### src/slx_pkg.sv
`timescale 1ns / 1ps
// ----------------------------------------------------------------------------
// slx_pkg
// Shared types, codes and helper functions of the shell command lexer.
// ----------------------------------------------------------------------------
package slx_pkg;

  localparam int QUOTE_DEPTH = 30;
  localparam int QIDX_W      = 5;
  localparam logic [7:0] TOKEN_LIMIT = 8'd255;
  localparam logic [7:0] TOTAL_MAX   = 8'd255;

  localparam logic [7:0] CH_DQUOTE = 8'h22;
  localparam logic [7:0] CH_SQUOTE = 8'h27;
  localparam logic [7:0] CH_AMP    = 8'h26;
  localparam logic [7:0] CH_BAR    = 8'h7c;
  localparam logic [7:0] CH_GT     = 8'h3e;
  localparam logic [7:0] CH_LT     = 8'h3c;
  localparam logic [7:0] CH_SEMI   = 8'h3b;
  localparam logic [7:0] CH_TWO    = 8'h32;

  // lexer modes
  localparam logic [2:0] M_IDLE  = 3'd0;
  localparam logic [2:0] M_WORD  = 3'd1;
  localparam logic [2:0] M_AMP   = 3'd2;
  localparam logic [2:0] M_BAR   = 3'd3;
  localparam logic [2:0] M_GT    = 3'd4;
  localparam logic [2:0] M_TWO   = 3'd5;
  localparam logic [2:0] M_QUOTE = 3'd6;

  // token kinds
  localparam logic [3:0] K_WORD   = 4'd0;
  localparam logic [3:0] K_PIPE   = 4'd1;
  localparam logic [3:0] K_BG     = 4'd2;
  localparam logic [3:0] K_SEMI   = 4'd3;
  localparam logic [3:0] K_OUT    = 4'd4;
  localparam logic [3:0] K_APPEND = 4'd5;
  localparam logic [3:0] K_IN     = 4'd6;
  localparam logic [3:0] K_ERR    = 4'd7;
  localparam logic [3:0] K_BOTH   = 4'd8;
  localparam logic [3:0] K_AND    = 4'd9;
  localparam logic [3:0] K_OR     = 4'd10;
  localparam logic [3:0] K_END    = 4'd11;

  // datapath operations
  localparam logic [3:0] OP_NONE    = 4'd0;
  localparam logic [3:0] OP_LOAD    = 4'd1;
  localparam logic [3:0] OP_STEP_IN = 4'd2;
  localparam logic [3:0] OP_STEP_RP = 4'd3;
  localparam logic [3:0] OP_DRAIN   = 4'd4;
  localparam logic [3:0] OP_TSET    = 4'd5;
  localparam logic [3:0] OP_TLOOP   = 4'd6;
  localparam logic [3:0] OP_TAIL    = 4'd7;
  localparam logic [3:0] OP_TEND    = 4'd8;
  localparam logic [3:0] OP_FLUSH   = 4'd9;

  // outcome of one character step
  localparam logic [1:0] OC_CONSUME = 2'd0;
  localparam logic [1:0] OC_REISSUE = 2'd1;
  localparam logic [1:0] OC_CLOSE   = 2'd2;

  typedef struct packed {
    logic       is_end;
    logic [3:0] kind;
    logic [7:0] ch;
    logic       ovf;
  } res_t;

  typedef struct packed {
    logic [3:0] op;
    logic [7:0] in_byte;
  } cmd_t;

  typedef struct packed {
    logic       slot_ok;
    logic [1:0] outcome;
    logic       drain_done;
    logic       replay_done;
    logic       mode_quote;
    logic       mode_two;
  } sts_t;

  function automatic logic is_space(input logic [7:0] c);
    return c inside {8'd32, [8'd9:8'd13]};
  endfunction

  function automatic logic is_delim(input logic [7:0] c);
    return is_space(c) || c inside {CH_AMP, CH_SEMI, CH_BAR, CH_GT, CH_LT};
  endfunction

endpackage

### src/slx_datapath.sv
`timescale 1ns / 1ps
// ----------------------------------------------------------------------------
// slx_datapath
// Lexer state, quote buffer, character step logic and output staging.
// ----------------------------------------------------------------------------
module slx_datapath import slx_pkg::*; (
  input  logic       clk,
  input  logic       rst_n,
  input  cmd_t       cmd,
  output sts_t       sts,
  output logic       out_valid,
  input  logic       out_ready,
  output res_t       out_res,
  output logic       out_last
);

  logic [2:0]        mode_r, mode_nxt;
  logic              dbl_r, dbl_nxt;
  logic [QIDX_W-1:0] fill_r, fill_nxt;
  logic              ovf_r, ovf_nxt;
  logic [7:0]        total_r, total_nxt;
  logic              flag_r, flag_nxt;
  logic              rp_r, rp_nxt;    // 1: steps read the quote buffer
  logic [7:0]        c_r, c_nxt;
  logic [QIDX_W-1:0] i_r, i_nxt, j_r, j_nxt, n_r, n_nxt;
  logic [7:0]        store_r [QUOTE_DEPTH];
  logic              hold_v_r, hold_v_nxt;
  res_t              hold_r, hold_nxt;
  logic              out_valid_r, out_valid_nxt;
  res_t              out_res_r, out_res_nxt;
  logic              out_last_r, out_last_nxt;

  logic [7:0] sc, q_ch;
  logic       st_em;
  res_t       st_res;
  logic [2:0] st_mode;
  logic [1:0] st_oc;
  logic       st_wr, st_ovf_set, st_open;
  logic       em;
  res_t       em_res;
  logic       wr;
  logic       out_free;

  assign sc   = rp_r ? store_r[i_r] : c_r;
  assign q_ch = dbl_r ? CH_DQUOTE : CH_SQUOTE;

  // one character step: at most one result, the byte is kept or consumed
  always_comb begin
    st_em      = 1'b0;
    st_res     = '0;
    st_mode    = mode_r;
    st_oc      = OC_CONSUME;
    st_wr      = 1'b0;
    st_ovf_set = 1'b0;
    st_open    = 1'b0;
    case (mode_r)
      M_AMP: begin
        st_em = 1'b1; st_res.is_end = 1'b1; st_mode = M_IDLE;
        if (sc == CH_AMP) st_res.kind = K_AND;
        else if (sc == CH_GT) st_res.kind = K_BOTH;
        else begin st_res.kind = K_BG; st_oc = OC_REISSUE; end
      end
      M_BAR: begin
        st_em = 1'b1; st_res.is_end = 1'b1; st_mode = M_IDLE;
        if (sc == CH_BAR) st_res.kind = K_OR;
        else begin st_res.kind = K_PIPE; st_oc = OC_REISSUE; end
      end
      M_GT: begin
        st_em = 1'b1; st_res.is_end = 1'b1; st_mode = M_IDLE;
        if (sc == CH_GT) st_res.kind = K_APPEND;
        else begin st_res.kind = K_OUT; st_oc = OC_REISSUE; end
      end
      M_TWO: begin
        st_em = 1'b1;
        if (sc == CH_GT) begin
          st_res.is_end = 1'b1; st_res.kind = K_ERR; st_mode = M_IDLE;
        end else begin
          st_res.ch = CH_TWO; st_mode = M_WORD; st_oc = OC_REISSUE;
        end
      end
      M_WORD: begin
        st_em = 1'b1;
        if (is_delim(sc)) begin
          st_res.is_end = 1'b1; st_res.kind = K_WORD; st_mode = M_IDLE;
          st_oc = OC_REISSUE;
        end else begin
          st_res.ch = sc;
        end
      end
      M_QUOTE: begin
        if (sc == q_ch) st_oc = OC_CLOSE;
        else if (fill_r < QIDX_W'(QUOTE_DEPTH)) st_wr = 1'b1;
        else st_ovf_set = 1'b1;
      end
      default: begin
        // token start
        st_mode = M_IDLE;
        if (!is_space(sc) && total_r < TOKEN_LIMIT) begin
          case (sc)
            CH_AMP:  st_mode = M_AMP;
            CH_BAR:  st_mode = M_BAR;
            CH_GT:   st_mode = M_GT;
            CH_TWO:  st_mode = M_TWO;
            CH_LT:   begin st_em = 1'b1; st_res.is_end = 1'b1; st_res.kind = K_IN; end
            CH_SEMI: begin st_em = 1'b1; st_res.is_end = 1'b1; st_res.kind = K_SEMI; end
            CH_DQUOTE, CH_SQUOTE: begin st_mode = M_QUOTE; st_open = 1'b1; end
            default: begin st_em = 1'b1; st_res.ch = sc; st_mode = M_WORD; end
          endcase
        end
      end
    endcase
  end

  always_comb begin
    mode_nxt  = mode_r;
    dbl_nxt   = dbl_r;
    fill_nxt  = fill_r;
    ovf_nxt   = ovf_r;
    total_nxt = total_r;
    flag_nxt  = flag_r;
    rp_nxt    = rp_r;
    c_nxt     = c_r;
    i_nxt     = i_r;
    j_nxt     = j_r;
    n_nxt     = n_r;
    em        = 1'b0;
    em_res    = '0;
    wr        = 1'b0;
    case (cmd.op)
      OP_LOAD: begin
        c_nxt = cmd.in_byte; rp_nxt = 1'b0;
      end
      OP_STEP_IN, OP_STEP_RP: begin
        em       = st_em;
        em_res   = st_res;
        mode_nxt = st_mode;
        wr       = st_wr;
        if (st_wr) fill_nxt = fill_r + 1'b1;
        if (st_ovf_set) ovf_nxt = 1'b1;
        if (st_open) begin
          dbl_nxt = (sc == CH_DQUOTE); fill_nxt = '0; ovf_nxt = 1'b0;
        end
        if (st_oc == OC_CLOSE) begin
          flag_nxt = ovf_r; j_nxt = '0;
        end
        if (cmd.op == OP_STEP_RP && st_oc != OC_REISSUE) i_nxt = i_r + 1'b1;
      end
      OP_DRAIN: begin
        em = 1'b1;
        if (j_r != fill_r) begin
          em_res.ch = store_r[j_r]; j_nxt = j_r + 1'b1;
        end else begin
          em_res.is_end = 1'b1; em_res.kind = K_WORD;
          flag_nxt = 1'b0; fill_nxt = '0; ovf_nxt = 1'b0; mode_nxt = M_IDLE;
        end
      end
      OP_TSET: flag_nxt = (mode_r == M_QUOTE) ? ovf_r : 1'b0;
      OP_TLOOP: begin
        if (mode_r == M_QUOTE) begin
          em = 1'b1; em_res.ch = q_ch;
          n_nxt = fill_r; i_nxt = '0; fill_nxt = '0; ovf_nxt = 1'b0;
          mode_nxt = M_WORD; rp_nxt = 1'b1;
        end
      end
      OP_TAIL: begin
        em_res.is_end = 1'b1;
        case (mode_r)
          M_AMP:  begin em = 1'b1; em_res.kind = K_BG;   mode_nxt = M_IDLE; end
          M_BAR:  begin em = 1'b1; em_res.kind = K_PIPE; mode_nxt = M_IDLE; end
          M_GT:   begin em = 1'b1; em_res.kind = K_OUT;  mode_nxt = M_IDLE; end
          M_WORD: begin em = 1'b1; em_res.kind = K_WORD; mode_nxt = M_IDLE; end
          M_TWO: begin
            em = 1'b1; em_res.is_end = 1'b0; em_res.ch = CH_TWO; mode_nxt = M_WORD;
          end
          default: em = 1'b0;
        endcase
      end
      OP_TEND: begin
        em = 1'b1; em_res.is_end = 1'b1; em_res.kind = K_END;
        mode_nxt = M_IDLE; dbl_nxt = 1'b0; fill_nxt = '0; ovf_nxt = 1'b0;
        flag_nxt = 1'b0;
      end
      default: em = 1'b0;
    endcase
    em_res.ovf = flag_r;
    if (em && em_res.is_end && em_res.kind != K_END && total_r != TOTAL_MAX)
      total_nxt = total_r + 1'b1;
    if (cmd.op == OP_TEND) total_nxt = '0;
  end

  // output staging: one result held back so the last one can be marked
  assign out_free = !out_valid_r || out_ready;

  always_comb begin
    hold_v_nxt    = hold_v_r;
    hold_nxt      = hold_r;
    out_valid_nxt = out_valid_r;
    out_res_nxt   = out_res_r;
    out_last_nxt  = out_last_r;
    if (out_ready) out_valid_nxt = 1'b0;
    if (hold_v_r && (em || cmd.op == OP_FLUSH)) begin
      out_valid_nxt = 1'b1;
      out_res_nxt   = hold_r;
      out_last_nxt  = (cmd.op == OP_FLUSH);
    end
    if (em) begin
      hold_v_nxt = 1'b1; hold_nxt = em_res;
    end else if (cmd.op == OP_FLUSH) begin
      hold_v_nxt = 1'b0;
    end
  end

  always_ff @(posedge clk) begin
    if (!rst_n) begin
      mode_r      <= M_IDLE;
      dbl_r       <= 1'b0;
      fill_r      <= '0;
      ovf_r       <= 1'b0;
      total_r     <= '0;
      flag_r      <= 1'b0;
      rp_r        <= 1'b0;
      hold_v_r    <= 1'b0;
      out_valid_r <= 1'b0;
    end else begin
      mode_r      <= mode_nxt;
      dbl_r       <= dbl_nxt;
      fill_r      <= fill_nxt;
      ovf_r       <= ovf_nxt;
      total_r     <= total_nxt;
      flag_r      <= flag_nxt;
      rp_r        <= rp_nxt;
      hold_v_r    <= hold_v_nxt;
      out_valid_r <= out_valid_nxt;
    end
  end

  always_ff @(posedge clk) begin
    c_r        <= c_nxt;
    i_r        <= i_nxt;
    j_r        <= j_nxt;
    n_r        <= n_nxt;
    hold_r     <= hold_nxt;
    out_res_r  <= out_res_nxt;
    out_last_r <= out_last_nxt;
    if (wr) store_r[fill_r] <= sc;
  end

  assign sts.slot_ok     = !hold_v_r || out_free;
  assign sts.outcome     = st_oc;
  assign sts.drain_done  = (j_r == fill_r);
  assign sts.replay_done = (i_r == n_r);
  assign sts.mode_quote  = (mode_r == M_QUOTE);
  assign sts.mode_two    = (mode_r == M_TWO);

  assign out_valid = out_valid_r;
  assign out_res   = out_res_r;
  assign out_last  = out_last_r;

endmodule

### src/slx_controller.sv
`timescale 1ns / 1ps
// ----------------------------------------------------------------------------
// slx_controller
// Sequencer: accepts a word, walks the lexer steps, replay and drain.
// ----------------------------------------------------------------------------
module slx_controller import slx_pkg::*; (
  input  logic       clk,
  input  logic       rst_n,
  input  logic       in_valid,
  output logic       in_ready,
  input  logic [7:0] in_byte,
  input  logic       in_is_terminator,
  input  sts_t       sts,
  output cmd_t       cmd
);

  localparam logic [3:0] S_IDLE   = 4'd0;
  localparam logic [3:0] S_FEED   = 4'd1;
  localparam logic [3:0] S_DRAIN  = 4'd2;
  localparam logic [3:0] S_TSET   = 4'd3;
  localparam logic [3:0] S_TLOOP  = 4'd4;
  localparam logic [3:0] S_REPLAY = 4'd5;
  localparam logic [3:0] S_TAIL   = 4'd6;
  localparam logic [3:0] S_TEND   = 4'd7;
  localparam logic [3:0] S_FLUSH  = 4'd8;

  logic [3:0] state_r, state_nxt;
  logic       ret_r, ret_nxt;   // 1: drain returns to replay

  assign in_ready = (state_r == S_IDLE);

  always_comb begin
    state_nxt   = state_r;
    ret_nxt     = ret_r;
    cmd.op      = OP_NONE;
    cmd.in_byte = in_byte;
    case (state_r)
      S_IDLE: begin
        if (in_valid) begin
          cmd.op    = OP_LOAD;
          state_nxt = in_is_terminator ? S_TSET : S_FEED;
        end
      end
      S_FEED: begin
        if (sts.slot_ok) begin
          cmd.op = OP_STEP_IN;
          if (sts.outcome == OC_CONSUME) state_nxt = S_FLUSH;
          else if (sts.outcome == OC_CLOSE) begin
            ret_nxt = 1'b0; state_nxt = S_DRAIN;
          end
        end
      end
      S_DRAIN: begin
        if (sts.slot_ok) begin
          cmd.op = OP_DRAIN;
          if (sts.drain_done) state_nxt = ret_r ? S_REPLAY : S_FLUSH;
        end
      end
      S_TSET: begin
        cmd.op    = OP_TSET;
        state_nxt = S_TLOOP;
      end
      S_TLOOP: begin
        if (!sts.mode_quote) state_nxt = S_TAIL;
        else if (sts.slot_ok) begin
          cmd.op = OP_TLOOP; state_nxt = S_REPLAY;
        end
      end
      S_REPLAY: begin
        if (sts.replay_done) state_nxt = S_TLOOP;
        else if (sts.slot_ok) begin
          cmd.op = OP_STEP_RP;
          if (sts.outcome == OC_CLOSE) begin
            ret_nxt = 1'b1; state_nxt = S_DRAIN;
          end
        end
      end
      S_TAIL: begin
        if (sts.slot_ok) begin
          cmd.op = OP_TAIL;
          if (!sts.mode_two) state_nxt = S_TEND;
        end
      end
      S_TEND: begin
        if (sts.slot_ok) begin
          cmd.op = OP_TEND; state_nxt = S_FLUSH;
        end
      end
      S_FLUSH: begin
        if (sts.slot_ok) begin
          cmd.op = OP_FLUSH; state_nxt = S_IDLE;
        end
      end
      default: state_nxt = S_IDLE;
    endcase
  end

  always_ff @(posedge clk) begin
    if (!rst_n) begin
      state_r <= S_IDLE;
      ret_r   <= 1'b0;
    end else begin
      state_r <= state_nxt;
      ret_r   <= ret_nxt;
    end
  end

endmodule

### src/shell_command_lexer.sv
`timescale 1ns / 1ps
// Sequence: an ordinary byte is accepted, then takes a lexer step and a flush, plus
//   a step per further result; a closing quote adds a drain step per buffered byte
//   and one for the word marker.
// Flow: a new word is accepted only once the previous one has been flushed; a
//   terminator replays any unclosed quote and then closes what is pending; out_ready
//   stalls hold the steps that make a result.
// Reset: synchronous active-low rst_n clears the sequencer, lexer mode, counts and
//   output valid; the quote buffer is not cleared.
// ----------------------------------------------------------------------------
// shell_command_lexer
// Streaming shell command lexer, one byte per input word, one result per
// output word.
// ----------------------------------------------------------------------------
module shell_command_lexer import slx_pkg::*; (
  input  logic       clk,
  input  logic       rst_n,
  input  logic       in_valid,
  output logic       in_ready,
  input  logic [7:0] in_byte,
  input  logic       in_is_terminator,
  output logic       out_valid,
  input  logic       out_ready,
  output logic       out_is_token_end,
  output logic [3:0] out_token_kind,
  output logic [7:0] out_char,
  output logic       out_quote_overflow,
  output logic       out_last
);

  // controller issues one datapath operation per cycle, waiting while the output
  // slot is not free; each operation makes at most one result, which sits in a
  // hold stage until the next result or the end of the word decides its last flag
  cmd_t cmd;
  sts_t sts;
  res_t res;

  slx_controller u_ctrl (
    .clk              (clk),
    .rst_n            (rst_n),
    .in_valid         (in_valid),
    .in_ready         (in_ready),
    .in_byte          (in_byte),
    .in_is_terminator (in_is_terminator),
    .sts              (sts),
    .cmd              (cmd)
  );

  slx_datapath u_dp (
    .clk       (clk),
    .rst_n     (rst_n),
    .cmd       (cmd),
    .sts       (sts),
    .out_valid (out_valid),
    .out_ready (out_ready),
    .out_res   (res),
    .out_last  (out_last)
  );

  assign out_is_token_end   = res.is_end;
  assign out_token_kind     = res.kind;
  assign out_char           = res.ch;
  assign out_quote_overflow = res.ovf;

endmodule

### config.mk
export PLATFORM = sky130hd
export DESIGN_NAME = shell_command_lexer
export DESIGN_NICKNAME = d
export VERILOG_FILES = /design/src/slx_pkg.sv /design/src/slx_datapath.sv /design/src/slx_controller.sv /design/src/shell_command_lexer.sv
export SDC_FILE = /design/constraint.sdc
export NUM_CORES = 1
export LEC_CHECK = 0
export BUFFER_PORTS_ARGS = -buffer_cell sky130_fd_sc_hd__buf_2
export CAP_MARGIN = 20
export CORE_AREA = 2 2 197 199
export DETAILED_ROUTE_END_ITERATION = 10
export DIE_AREA = 0 0 199 201
export GPL_ROUTABILITY_DRIVEN = 0
export PLACE_DENSITY = 0.58
export SLEW_MARGIN = 20
export SYNTH_ARGS = -nofsm -noshare
export SYNTH_HDL_FRONTEND = slang
export SYNTH_HIERARCHICAL = 1
export SYNTH_SLANG_ARGS = --single-unit
### constraint.sdc
create_clock -name clk -period 4.6 [get_ports clk]
set_input_delay 0.92 -clock clk [delete_from_list [all_inputs] [get_ports clk]]
set_output_delay 0.92 -clock clk [all_outputs]
set_load 0.01 [all_outputs]
# After elaboration in Yosys (flattened, before gate mapping)
# Memories as Yosys holds them, arrays and structs flattened. A register that Yosys moved wholly into a read port is not among the register bits.
# Index checks and enable logic that the tools add are counted.
# classes
n_eq_ne,66
n_mux,119
reduce_logical,52
magnitude_cmp,4
n_bitwise,1
n_addsub,4
# ops
operator,count
$mux 4,22
$pmux 4 s9,2
$eq 8x6->1 const B,8
$mux 5,12
$mux 1,41
$mux 8,5
$pmux 5 s4,2
$eq 4x3->1 const B,8
$pmux 8 s4,1
$ne 2x2->1 const B,15
$pmux 5 s2,3
$pmux 5 s6,1
$mux 3,8
$pmux 8 s3,1
$pmux 3 s6,1
$eq 4x2->1 const B,4
$reduce_bool 2->1,8
$add 5x1->5 const B,3
$pmux 3 s5,1
$mux 13,1
$eq 4x4->1 const B,3
$mux 6,2
$ne 2x1->1 const B,6
$pmux 1 s4,3
other kinds (45),85
# totals
memories,1
output_inout_bits,17
mem_bits_rw,240
reg_bits,79
wordCells,271
# mem_list
memory,depth,width,read_ports,rd_ports_with_merged_regs,write_ports,line,rtl
u_dp.store_r,30,8,2,2,1,slx_datapath.sv:26,logic [7:0] store_r [QUOTE_DEPTH];

# Depth between registers and ports, before layout
# Gate-level depths: netlist (run 1).
# logic_depth
ltp_word,12
depth_mapped,21
mapped_depth_nobuf,17

# Cells and area by module
# The synthesis (run 1) kept the hierarchy.
# modules_own_cells
mod,area_per_inst_um2,cells_per_inst,n_inst
slx_datapath,16150.5,1106,1
slx_controller,665.6,88,1

# Least setup slack after synthesis (run 1)
# No wires, ideal clock.
# synth_timing
path_type,flip-flop to flip-flop
from,register (tool-made name)
to,"memory u_dp.store_r[13][0], enable pin"
synth_period_minus_slack_ps,3736
n_path_buf,2
slack_ps,864
stages_incl_launch_ff,14
required_ps,4230
arrival_ps,3366
cell_sequence,dfxtp_1 buf_6 buf_8 mux4_2 o221ai_1 a21oi_1 or3_4 nand2_2 inv_2 o211ai_1 a2111oi_4 nor4_1 nand2_1 nor2_1
# synth_rtl
element,line
"end, declared",slx_datapath.sv:26

==> run_results.csv, run 1 <==
group,metric,value,unit
power,finalPower,10.9,mW
critical_path,slowest_stage,"nor2_1",
timing,timing.final.crit_period,4.50,ns
critical_path,cpMostUsedCell,"a21oi_1",
logic_synthesis,async_flop_share,0,%
logic_synthesis,synth_edf_count,292,
hold_path,hold_path.class,"flop to flop",
timing,finClkSkew,0.0260,ns
clocking,cts_sinks,329,
timing,finalCritPeriodShare,97.9,%
clocking,cts.reportedPaths.clkPinSlew,0.06,ns
timing,slew_headroom,26.3,%
timing,hold_viol,0,
die,core-area,38100,µm²
critical_path,arrival,4.66,ns
clocking,hold_buffers,0,
outcome,outcome,"finished clean",
cells_and_area,final_common_cell,"edfxtp_1",
timing,grt_setup_unrepaired,"no",
global_route,grt_pass1_vias,11000,
cells_and_area,post-route-util,49.8,%
critical_path,worstSetupStartpointType,"flop",
critical_path,required,4.76,ns
power,power_leakage,6.45,nW
die,die_y,201,µm
die,chipWidth,199,µm
placement,place_ws,0.0937,ns
logic_synthesis,synth.cell_area,16800,µm²
logic_synthesis,synth_area_per_cell,14.1,µm²
timing,finalSetupViolCount,0,
cells_and_area,final_nets,1281,
timing,tns,0,ns
critical_path,end_kind,"flop",
timing,worst_slack,0.0985,ns
logic_synthesis,syn_inst,1194,
timing,worst_pin_slew,1.10,ns
logic_synthesis,synth_seq_cells,329,
placement,dpl.hpwl,33200,µm
critical_path,crit_chain,"buf_12, nor2b_1, a22oi_1, a21oi_1, o211ai_1, a21oi_1, a2111oi_4, nor4_1, buf_4, nand2_1, nor2_1",
clocking,max-clock-path-buffers,3,
die,die_area,40000,µm²
placement,port_buffers,29,
logic_synthesis,synth_ff_type,"edfxtp_1",
logic_synthesis,synth.net_count,1214,
timing,fmax,0.222,GHz
global_route,overflow,0,
clocking,htreeDepth,2,
detailed_routing,viasPerCell,6.12,
cells_and_area,final_cell_mix,"292 x edfxtp_1, 91 x mux4_2, 86 x mux2i_1",
critical_path,critPathKind,"flop to flop",
clocking,cts_tree,"yes",
detailed_routing,wl_per_cell,26.2,µm
die,row_count,72,
placement,dp.cells,1737,
critical_path,cpPeakStageDelay,0.87,ns
critical_path,cp_max_fo,21,
detailed_routing,ant_nets,0,
detailed_routing,drt_iter0_markers,1247,
global_route,grt_use_total,23.8,%
global_route,antenna_found_initial,3,
global_route,grt_max_degree,42,
cells_and_area,antenna-diode-count,0,
detailed_routing,via_count,11000,
logic_synthesis,ys_seq_area_share,56.5,%
clocking,root_buffer,"clkbuf_16",
clocking,cts_made_buffers,37,
global_route,grt_pass1_wl,70200,µm
run,maxCapViolCount,0,
placement,placed_area,17800,µm²
logic_synthesis,ys_types,104,
power,p_per_area,573,nW/µm²
detailed_routing,dr.pass1.iters,5,
detailed_routing,drt-total-wl,47200,µm
cells_and_area,syn_to_final_growth,12.9,%
timing,holdWs,0.417,ns
die,initial_core_util,44.1,%
power,ir_drop,291,µV
cells_and_area,fin_area,19000,µm²
logic_synthesis,yosys_warnings,6,
clocking,clock_latency,0.55,ns
cells_and_area,final_cell_count_no_fill,1801,
timing,slew_viol_final,0,
detailed_routing,drc_errors,0,
cells_and_area,drive_gt1_share,25.7,%
die,io_pins,30,
cells by family (layout without fill, tap and decap cells):
kind of cell    Yosys count  after routing  share of synthesized area [%]
buf+inv                 110            199                           3.37
compound gates          203            203                           9.20
simple gates            318            318                           9.89
mux                     206            206                           19.4
xor+xnor                 21             21                           1.09
fa+ha+maj                 7              7                          0.521
flops                   329            329                           56.5
critical path, delay by kind of cell (launching register included):
family	cells	cell delay [ns]
buffers and inverters	2	0.42
and+or+nand+nor	4	1.89
DFF	1	0.54
AOI/OAI and AO/OA	5	1.23
sequential cells by signal, indices dropped and copies added (netlist names), named ones only:
name            cells
u_dp/i_r            5
u_dp/out_res       14
u_dp/flag_r         1
u_ctrl/ret_r        1
u_ctrl/state_r      4
u_dp/fill_r         5
u_dp/j_r            5
u_dp/hold_v_r       1
u_dp/ovf_r          1
u_dp/out_valid      1
u_dp/dbl_r          1
u_dp/n_r            5
u_dp/out_last       1
u_dp/store_r      240
u_dp/rp_r           1
u_dp/hold_r        14
u_dp/mode_r         3
u_dp/total_r        8
u_dp/c_r            8
layout make-up:
type | count | area [µm²]
Timing Repair Buffer | 107 | 833
Fill cell | 3253 | 19100
Inverter | 31 | 116
Multi-Input combinational cell | 755 | 6770
Clock inverter | 19 | 151
Tap cell | 518 | 648
Sequential cell | 329 | 9520
Clock buffer | 42 | 945
Yosys cell counts, drive strengths merged, types with 21 or more instances:
cell    instances  share of area, %
edfxtp        292                52
mux4           92                12
mux2i          86               5.1
nor2           83               1.9
nand2          62               1.4
buf            48               2.0
a21oi          43               1.3
dfxtp          37               4.4
nand3          34               1.0
clkbuf         31              0.69
inv            30              0.67
mux2           28               1.9
o21ai          28              0.92
nor2b          21              0.86
power by group:
| part | internal (mW) | switching, mW | total (mW) |
|---|---|---|---|
| Combinational | 1.62 | 2.31 | 3.93 |
| Clock | 1.54 | 1.19 | 2.73 |
| Sequential | 3.84 | 0.380 | 4.22 |
| Total | 7.00 | 3.88 | 10.9 |
timing repair:
item	CTS	global route
buffers inserted	0	2
gates resized for setup	0	9
endpoints found under the setup margin	0	189
path summary, 6_finish.rpt:
kind / cells after the start / slack (ns) / end / start
min reg2reg: 0 / 0.42 / u_dp/out_res[7]$_DFFE_PP_ / u_dp/hold_r[7]$_DFFE_PP_
min: 0 / 0.42 / u_dp/out_res[7]$_DFFE_PP_ / u_dp/hold_r[7]$_DFFE_PP_
max reg2reg: 11 / 0.1 / u_dp/store_r[6][2]$_DFFE_PP_ / flop
max: 11 / 0.1 / u_dp/store_r[6][2]$_DFFE_PP_ / flop
per-layer routing:
layer | vias up | share of wire (%) | track usage [%]
li1 | 4867 | - | -
met1 | 5639 | 43 | 33.7
met2 | 446 | 45 | 36.2
met3 | 72 | 8.8 | 6.40
met4 | 2 | 2.6 | 6.90
met5 | - | 0.038 | 0
Power figures use the tool's default switching activity.
==> inputs of run 2 (changes only) <==
PLACE_DENSITY = 0.6   (was 0.58)
clock period = 4.1 ns   (was 4.6 ns; I/O delays follow)
==> run 2 against run 1 <==
Via count up 3.5%. Global-route usage down 0.078 points. Clock skew up 0.0090 ns. Total power up 15%. Sequential power up 9.7%. Non-clock buffer count up 79.
==> run_results.csv, run 2 (synthesis gave the netlist of run 1 again) <==
group,metric,value,unit
critical_path,critical-path-top-delay-family,"simple AND/OR/NAND/NOR gates",
detailed_routing,dr.pass1.iters,5,
critical_path,crit_cells,15,
clocking,hold_buffers,0,
timing,slew_headroom,31.2,%
placement,placed_area,18400,µm²
detailed_routing,drt_iter0_markers,1240,
cells_and_area,syn_to_final_growth,17.5,%
global_route,overflow,0,
timing,grt_setup_unrepaired,"yes",
cells_and_area,fin_area,19800,µm²
critical_path,required,4.56,ns
critical_path,end_kind,"flop",
detailed_routing,wl_per_cell,25.1,µm
critical_path,crit_buf_inv,4,
global_route,antenna_found_initial,0,
clocking,cts_tree,"yes",
die,chipWidth,199,µm
cells_and_area,post-route-util,51.8,%
power,power_leakage,6.93,nW
critical_path,slowest_stage,"or4_1",
die,row_count,72,
cells_and_area,largest_reg_flops,240,
timing,fmax,0.254,GHz
cells_and_area,max_flop_register,"u_dp/store_r",
hold_path,hold_depth,0,
timing,slew_viol_final,0,
critical_path,arrival,4.41,ns
cells_and_area,antenna-diode-count,0,
clocking,cts_sinks,329,
global_route,grt_max_degree,57,
hold_path,hold_path.class,"flop to flop",
timing,finClkSkew,0.0350,ns
timing,worst_pin_slew,1.03,ns
timing,timing.final.crit_period,3.94,ns
outcome,outcome,"finished clean",
clocking,clock_latency,0.57,ns
placement,dpl.hpwl,33400,µm
power,p_per_area,636,nW/µm²
critical_path,worstSetupStartpointType,"flop",
critical_path,critPathKind,"flop to flop",
detailed_routing,viasPerCell,6.05,
detailed_routing,drc_errors,0,
cells_and_area,final_cell_count_no_fill,1886,
clocking,cts.reportedPaths.clkPinSlew,0.06,ns
critical_path,cp_max_fo,21,
cells_and_area,final_cell_mix,"292 x edfxtp_1, 141 x buf_4, 91 x mux4_2",
clocking,root_buffer,"clkbuf_16",
die,core-area,38100,µm²
timing,hold_viol,0,
run,maxCapViolCount,0,
detailed_routing,drt-total-wl,47400,µm
critical_path,worstRegToRegCells,15,
die,io_pins,30,
cells_and_area,final_common_cell,"edfxtp_1",
cells_and_area,final_nets,1360,
global_route,grt_use_total,23.8,%
placement,port_buffers,29,
placement,dp.cells,1811,
detailed_routing,ant_nets,0,
critical_path,crit_chain,"buf_12, buf_12, or2b_1, a2111oi_0, buf_4, or4_4, or3_4, o22ai_2, buf_4, nand3_2, a2111oi_4, a211o_2, o211ai_4, or4_1, a21oi_1",
power,ir_drop,257,µV
cells_and_area,drive_gt1_share,30.0,%
die,die_area,40000,µm²
timing,finalSetupViolCount,0,
detailed_routing,via_count,11400,
clocking,max-clock-path-buffers,3,
clocking,htreeDepth,2,
global_route,grt_pass1_wl,70200,µm
timing,finalCritPeriodShare,96.2,%
die,initial_core_util,44.1,%
global_route,grt_pass1_vias,11000,
clocking,cts_made_buffers,37,
die,die_y,201,µm
critical_path,cpPeakStageDelay,0.48,ns
## run 2: cell count changes in the layout (fill, tap and decap cells not counted), moves of 5 or more
cell | previous run | this run
nor2_1 | 75 | 81
nor2_2 | 8 | 2
buf_12 | 7 | 12
buf_4 | 69 | 141
## run 2: worst paths after layout
path | to | slack, ns | startpoint
max | u_dp/total_r[4]$_SDFFE_PP0P_ | 0.16 | flop
min | u_dp/out_res[7]$_DFFE_PP_ | 0.40 | u_dp/hold_r[7]$_DFFE_PP_
max reg2reg | u_dp/total_r[4]$_SDFFE_PP0P_ | 0.16 | flop
min reg2reg | u_dp/out_res[7]$_DFFE_PP_ | 0.40 | u_dp/hold_r[7]$_DFFE_PP_
## run 2: power by group
group          leakage (nW)  switching (mW)  internal, mW
clock network         0.560            1.38          1.84
logic                  3.43            2.73          1.99
registers              2.94           0.317          4.31
## run 2: cell type report
type                            instances  area (µm²)
Timing Repair Buffer                  186        1500
Tap cell                              518         648
Clock buffer                           43         970
Fill cell                            3221       18300
Inverter                               31         116
Clock inverter                         24         205
Sequential cell                       329        9520
Multi-Input combinational cell        755        6800
## run 2: per-layer routing
metal  global-route usage [%]  wire length (µm)  vias to the layer above
met2                     36.4             21800                      560
met1                     34.7             20300                     5742
li1                         -                 -                     5036
met3                     4.03              4020                       76
met5                        0                 0                        -
met4                     7.49              1180                        0
## run 2: repair_timing
action / in CTS / in global routing
setup endpoints to repair: 0 / 240
buffers inserted: 0 / 8
gates resized for setup: 0 / 12
## run 2: metrics by stage
| step | hold slack, ns | worst slack [ns] | setup TNS, ns | total power [mW] |
|---|---|---|---|---|
| final | 0.399 | 0.155 | 0 | 12.6 |
| after global routing | 0.422 | -0.0569 | -0.0856 | 13.1 |
| after CTS | 0.412 | 0.0678 | 0 | 12.5 |
| after detailed placement | 0.405 | 0.0876 | 0 | 9.25 |
| after global placement | 0.403 | 0.0741 | 0 | 9.21 |
| after floorplan | 0.400 | 0.364 | 0 | 7.53 |
